==> config.mk <==
export PLATFORM = sky130hd
export DESIGN_NAME = rdas_front
export DESIGN_NICKNAME = d
export VERILOG_FILES = /design/src/rtl/rdas_pkg.sv /design/src/rtl/rdas_front.sv
export SDC_FILE = /design/constraint.sdc
export NUM_CORES = 1
export LEC_CHECK = 0
export BUFFER_PORTS_ARGS = -buffer_cell sky130_fd_sc_hd__buf_2
export CAP_MARGIN = 20
export CORE_UTILIZATION = 34
export CTS_CLUSTER_DIAMETER = 80
export DETAILED_ROUTE_END_ITERATION = 10
export GPL_TIMING_DRIVEN = 0
export PLACE_DENSITY = 0.62
export SETUP_SLACK_MARGIN = 0.15
export SYNTH_ARGS = -nofsm -noshare
export SYNTH_HDL_FRONTEND = slang
export SYNTH_SLANG_ARGS = --single-unit
==> constraint.sdc <==
create_clock -name i_clk -period 5.4 [get_ports i_clk]
set_clock_uncertainty 0.1 [all_clocks]
set_input_delay 0.81 -clock i_clk [delete_from_list [all_inputs] [get_ports i_clk]]
set_output_delay 0.81 -clock i_clk [all_outputs]
set_load 0.05 [all_outputs]
==> src/rtl/rdas_pkg.sv <==
package rdas_pkg;

    localparam int WORD_BITS = 32;
    localparam int IDX_W     = $clog2(WORD_BITS);
    localparam int RANK_W    = IDX_W + 1;
    localparam int ROT_A     = 5;
    localparam int ROT_B     = 1;

    typedef logic [WORD_BITS-1:0] t_word;
    typedef logic [IDX_W-1:0]     t_idx;
    typedef logic [RANK_W-1:0]    t_rank;

    // one job handed from the front queue to the elimination engine
    typedef struct packed {
        t_word delta;
        t_word offset;
    } t_job;

    function automatic t_word rotl(input t_word x, input int n);
        t_word r;
        r = (x << n) | (x >> (WORD_BITS - n));
        return r;
    endfunction

    // round function; f(0) is zero
    function automatic t_word round_fn(input t_word x);
        t_word r;
        r = (rotl(x, ROT_A) & x) ^ rotl(x, ROT_B);
        return r;
    endfunction

endpackage

==> src/rtl/rdas_front.sv <==
module rdas_front
    import rdas_pkg::*;
(
    input  logic  i_clk,
    input  logic  i_rst_n,
    input  logic  i_push,
    input  t_word i_delta,
    output logic  o_full,
    output logic  o_job_valid,
    output t_job  o_job,
    input  logic  i_job_take
);

    // two-entry queue of jobs, offset worked out on entry
    t_job       r_q [2];
    logic       r_wptr, n_wptr;
    logic       r_rptr, n_rptr;
    logic [1:0] r_cnt, n_cnt;
    logic       w_push, w_pop;
    t_job       w_job;

    assign o_full      = (r_cnt == 2'd2);
    assign o_job_valid = (r_cnt != 2'd0);
    assign o_job       = r_q[r_rptr];

    assign w_push = i_push && !o_full;
    assign w_pop  = i_job_take && o_job_valid;

    always_comb begin
        w_job.delta  = i_delta;
        w_job.offset = round_fn(i_delta);
        n_wptr = w_push ? ~r_wptr : r_wptr;
        n_rptr = w_pop  ? ~r_rptr : r_rptr;
        n_cnt  = r_cnt + {1'b0, w_push} - {1'b0, w_pop};
    end

    always_ff @(posedge i_clk) begin
        if (!i_rst_n) begin
            r_wptr <= 1'b0;
            r_rptr <= 1'b0;
            r_cnt  <= 2'd0;
        end else begin
            r_wptr <= n_wptr;
            r_rptr <= n_rptr;
            r_cnt  <= n_cnt;
        end
    end

    always_ff @(posedge i_clk) begin
        if (w_push) begin
            r_q[r_wptr] <= w_job;
        end
    end

endmodule

Yosys cells after proc, flatten, opt, wreduce, memory -nomap -nowiden
Memories as Yosys holds them, arrays and structs flattened. A register that Yosys moved wholly into a read port is not among the register bits.
Index checks and enable logic that the tools add are counted.
{"block": "word_totals", "in_bits": 36, "ff_bits": 4, "elab_cells": 21, "ramBits": 128, "n_memories": 1}
{"name": "r_q", "depth": 2, "width": 64, "rd": 1, "rd_ports_with_merged_regs": 1, "wr": 1, "line": "rdas_front.sv:15", "rtl": "t_job r_q [2];"}
{"block": "op_classes", "mux": 4, "addsub": 2, "n_reduce_logical": 4, "eq_ne": 1, "n_bitwise": 6}
{"cell": "bitwise AND 32 bit", "n": 1}
{"cell": "bitwise OR 32 x 1 -> 32 bit", "n": 1}
{"cell": "bitwise OR 32 x 5 -> 32 bit", "n": 1}
{"cell": "XOR 32 bit", "n": 1}
{"cell": "2-to-1 mux 1 bit", "n": 4}
{"cell": "adder 2 x 1 -> 2 bit", "n": 1}
{"cell": "equality test 2 bit (second input constant)", "n": 1}
{"cell": "logical AND 1 bit", "n": 2}
{"cell": "inverter 1 bit", "n": 2}
{"cell": "nonzero test 2 bit", "n": 1}
{"cell": "subtractor 2 x 1 -> 2 bit", "n": 1}
{"cell": "zero test 1 bit", "n": 1}

Depth between registers and ports, before layout
{"block": "depth", "ltp_word": 5, "depth_mapped": 8, "depth_no_buf": 8}

Worst setup path after synthesis
Ideal clock, no wire load.
{"block": "synth_path", "kind": "in2reg", "from": "in i_push", "to": "mem r_q[0][0] (netlist bit) (enable)", "arrival_time_ns": 3.580, "slack_ns": 1.234, "path_stages": 2, "required_ns": 4.814, "n_path_buf": 0, "path_cell_list": "nand2_1 > nor2_1"}
{"block": "synth_via", "elab_chain_len": 3}
{"item": "start, declared", "line": "rdas_front.sv:6", "rtl": "input logic i_push,"}
{"item": "logical AND 1 bit", "line": "rdas_front.sv:26", "rtl": "assign w_push = i_push && !o_full;"}
{"item": "2-to-1 mux 1 bit", "line": "rdas_front.sv:50", "rtl": "if (w_push) begin"}
{"item": "2-to-1 mux 1 bit (not written as such)", "line": "rdas_front.sv:51", "rtl": "r_q[r_wptr] <= w_job;"}
{"item": "end, declared", "line": "rdas_front.sv:15"}
Every way passes these cells.

==> out/metrics.yaml <==
status: "completed"
hpwl_mm: 7.17
drive_above_1_share_pct: 49.3
syn_to_final_growth_pct: 26.2
postCtsHoldBufs: 0
place_congestion: 0.672
cap_violations: 0
tightestPinTransition_ns: 0.418
vias: 2816
viasPerCell: 4.39
grt_usage_pct: 13.7
numCtsBuffers: 17
max_freq_mhz: 386
dieHeight_um: 130
layout_commonest_cell: "edfxtp_1"
drtPass1Iterations: 4
drv_slew: 0
dieArea_um2: 16900
drtAntennaViolNets: 0
synthCells: 290
drcViolationCount: 0
start_kind: "flop"
yosysTopAreaCell: "edfxtp_1"
clkSinkCount: 133
fin_area_um2: 7010
diodes: 0
cp_top_family: "buffers and inverters"
path_cells: "buf_6, buf_12, mux2_4, buf_2"
relSlewSlack_pct: 72.1
die_x_um: 130
avgSynthCellArea_um2: 19.2
place_area_um2: 6410
io_pins: 102
crit_fanout: 10
fin_crit_sh_pct: 47.9
yosysSeqAreaShare_pct: 71.0
path_clk_slew_ns: 0.06
timing.final.ws_setup_ns: 2.81
io_buffers: 101
num-fill-cells: 1446
h-tree-depth: 4
worstHoldPathType: "reg -> reg"
cp_slowest_stage_delay_ns: 0.32
rows: 46
cp.required_ns: 4.49
place_ws_ns: 3.19
antenna_found_initial: 0
core_area_um2: 15900
synth_area_um2: 5560
leakage_nw: 2.68
grt_pass1_vias: 2945
drt-initial-drc-count: 109
synth-warning-count: 0
cts-root-buf: "clkbuf_16"
power.density_nw_per_um2: 591
post-route-util_pct: 44.0
clock_path_buffers: 2
start_util_pct: 34.9
gr-total-overflow: 0
ys_ff_latch: 133
syn-num-nets: 328
grt_setup_unrepaired: "no"
worstPathBufferInverterCount: 3
hold_viol: 0
finalWirelength_mm: 10.5
setup_viol: 0
nets: 451
post_cts_buffers: 0
cts_resized: 0
timing.final.crit_period_ns: 2.59
slowest_stage: "dfxtp_1"
ys_top_cells_by_area: "edfxtp_1 69%, mux2_4 16%, xnor2_1 5.2%"
insertion_delay_ns: 0.41
grt_max_degree: 40
path_class: "reg -> out"
end_kind: "output pin"
mostFrequentLayoutCells: "128 x edfxtp_1, 101 x buf_2, 60 x mux2_4"
cts_tree: "built"
ir_drop_uv: 238
cp_data_arrival_time_ns: 1.68
grt_pass1_wl_mm: 16.3
netlist.area_leader.share_pct: 69.2
avgRoutedWirePerCell_um: 16.4
yosysUniqueCellTypes: 19
==> final cells by class <==
class	count	area (um2)	share of cell area (%)
flip-flops and latches	133	3940	56.2
plain buffers	7	131	1.87
clock buffers	17	425	6.06
clock inverters	15	183	2.60
inverters	3	11.3	0.161
repair buffers	104	566	8.06
well taps	216	270	3.85
multi-input cells	147	1480	21.2
==> state kept, by name, summed over array words and instances, names as in the netlist, named ones only <==
register / count
r_rptr: 1
r_q: 128
r_wptr: 1
r_cnt: 2
==> kinds of logic (layout without fill, tap and decap cells) <==
| logic type | count (synthesis) | after routing | share of synthesized area [%] |
|---|---|---|---|
| flops | 133 | 133 | 71.0 |
| mux | 65 | 65 | 17.2 |
| simple gates | 45 | 45 | 3.33 |
| xor+xnor | 34 | 34 | 5.36 |
| buf+inv | 10 | 146 | 2.57 |
| fa+ha+maj | 2 | 2 | 0.450 |
| compound gates | 1 | 1 | 0.135 |
==> worst register-to-register path, delay by kind of cell (launching register included) <==
family,cells,cell delay (ns)
buffers and inverters,1,0.04
adders and majority gates,2,0.50
DFF,1,0.36
xor gates and xnor gates,1,0.15
and+or+nand+nor,4,0.60
==> metal layers <==
layer	global-route usage, %	up-vias	wire length [um]
met1	16.3	1391	4620
met3	4.43	17	505
met5	0	-	0
met4	6.84	0	207
met2	22.5	78	5200
li1	-	1330	-
==> final timing paths <==
path,from,end,slack [ns],cells after the start
setup / recovery,flop,o_job[34],2.81,4
hold / removal,r_rptr,r_rptr,0.42,2
setup reg to reg,r_cnt[0],r_cnt[1],3.57,8
hold reg to reg,r_rptr,r_rptr,0.42,2
==> stage by stage <==
step	total power [mW]	setup TNS (ns)	hold WS, ns	cells
2_1_floorplan	2.71	0	0.355	290
4_1_cts	4.21	0	0.427	642
6_report	4.15	0	0.419	642
3_5_place_dp	3.04	0	0.413	610
3_3_place_gp	3.02	-34.81	0.366	607
5_1_grt	4.32	0	0.461	642
==> synth_stat cells <==
library cell	number
mux2_4	60
buf_12	6
or2_2	1
edfxtp_1	128
buf_6	1
o21a_1	1
and2_1	2
and3_1	1
nor3_1	1
mux2i_1	1
inv_1	3
xor2_1	1
xnor2_1	33
nand2_1	34
ha_1	2
dfxtp_1	5
nand2b_1	2
nor2_1	4
mux2_2	4
==> where the power goes <==
group	total [mW]	switching [mW]	internal, mW
registers	1.39	0.0466	1.34
clock network	1.16	0.431	0.727
logic	1.60	1.05	0.544
total	4.15	1.53	2.61
(Power assumes the default switching activity.)
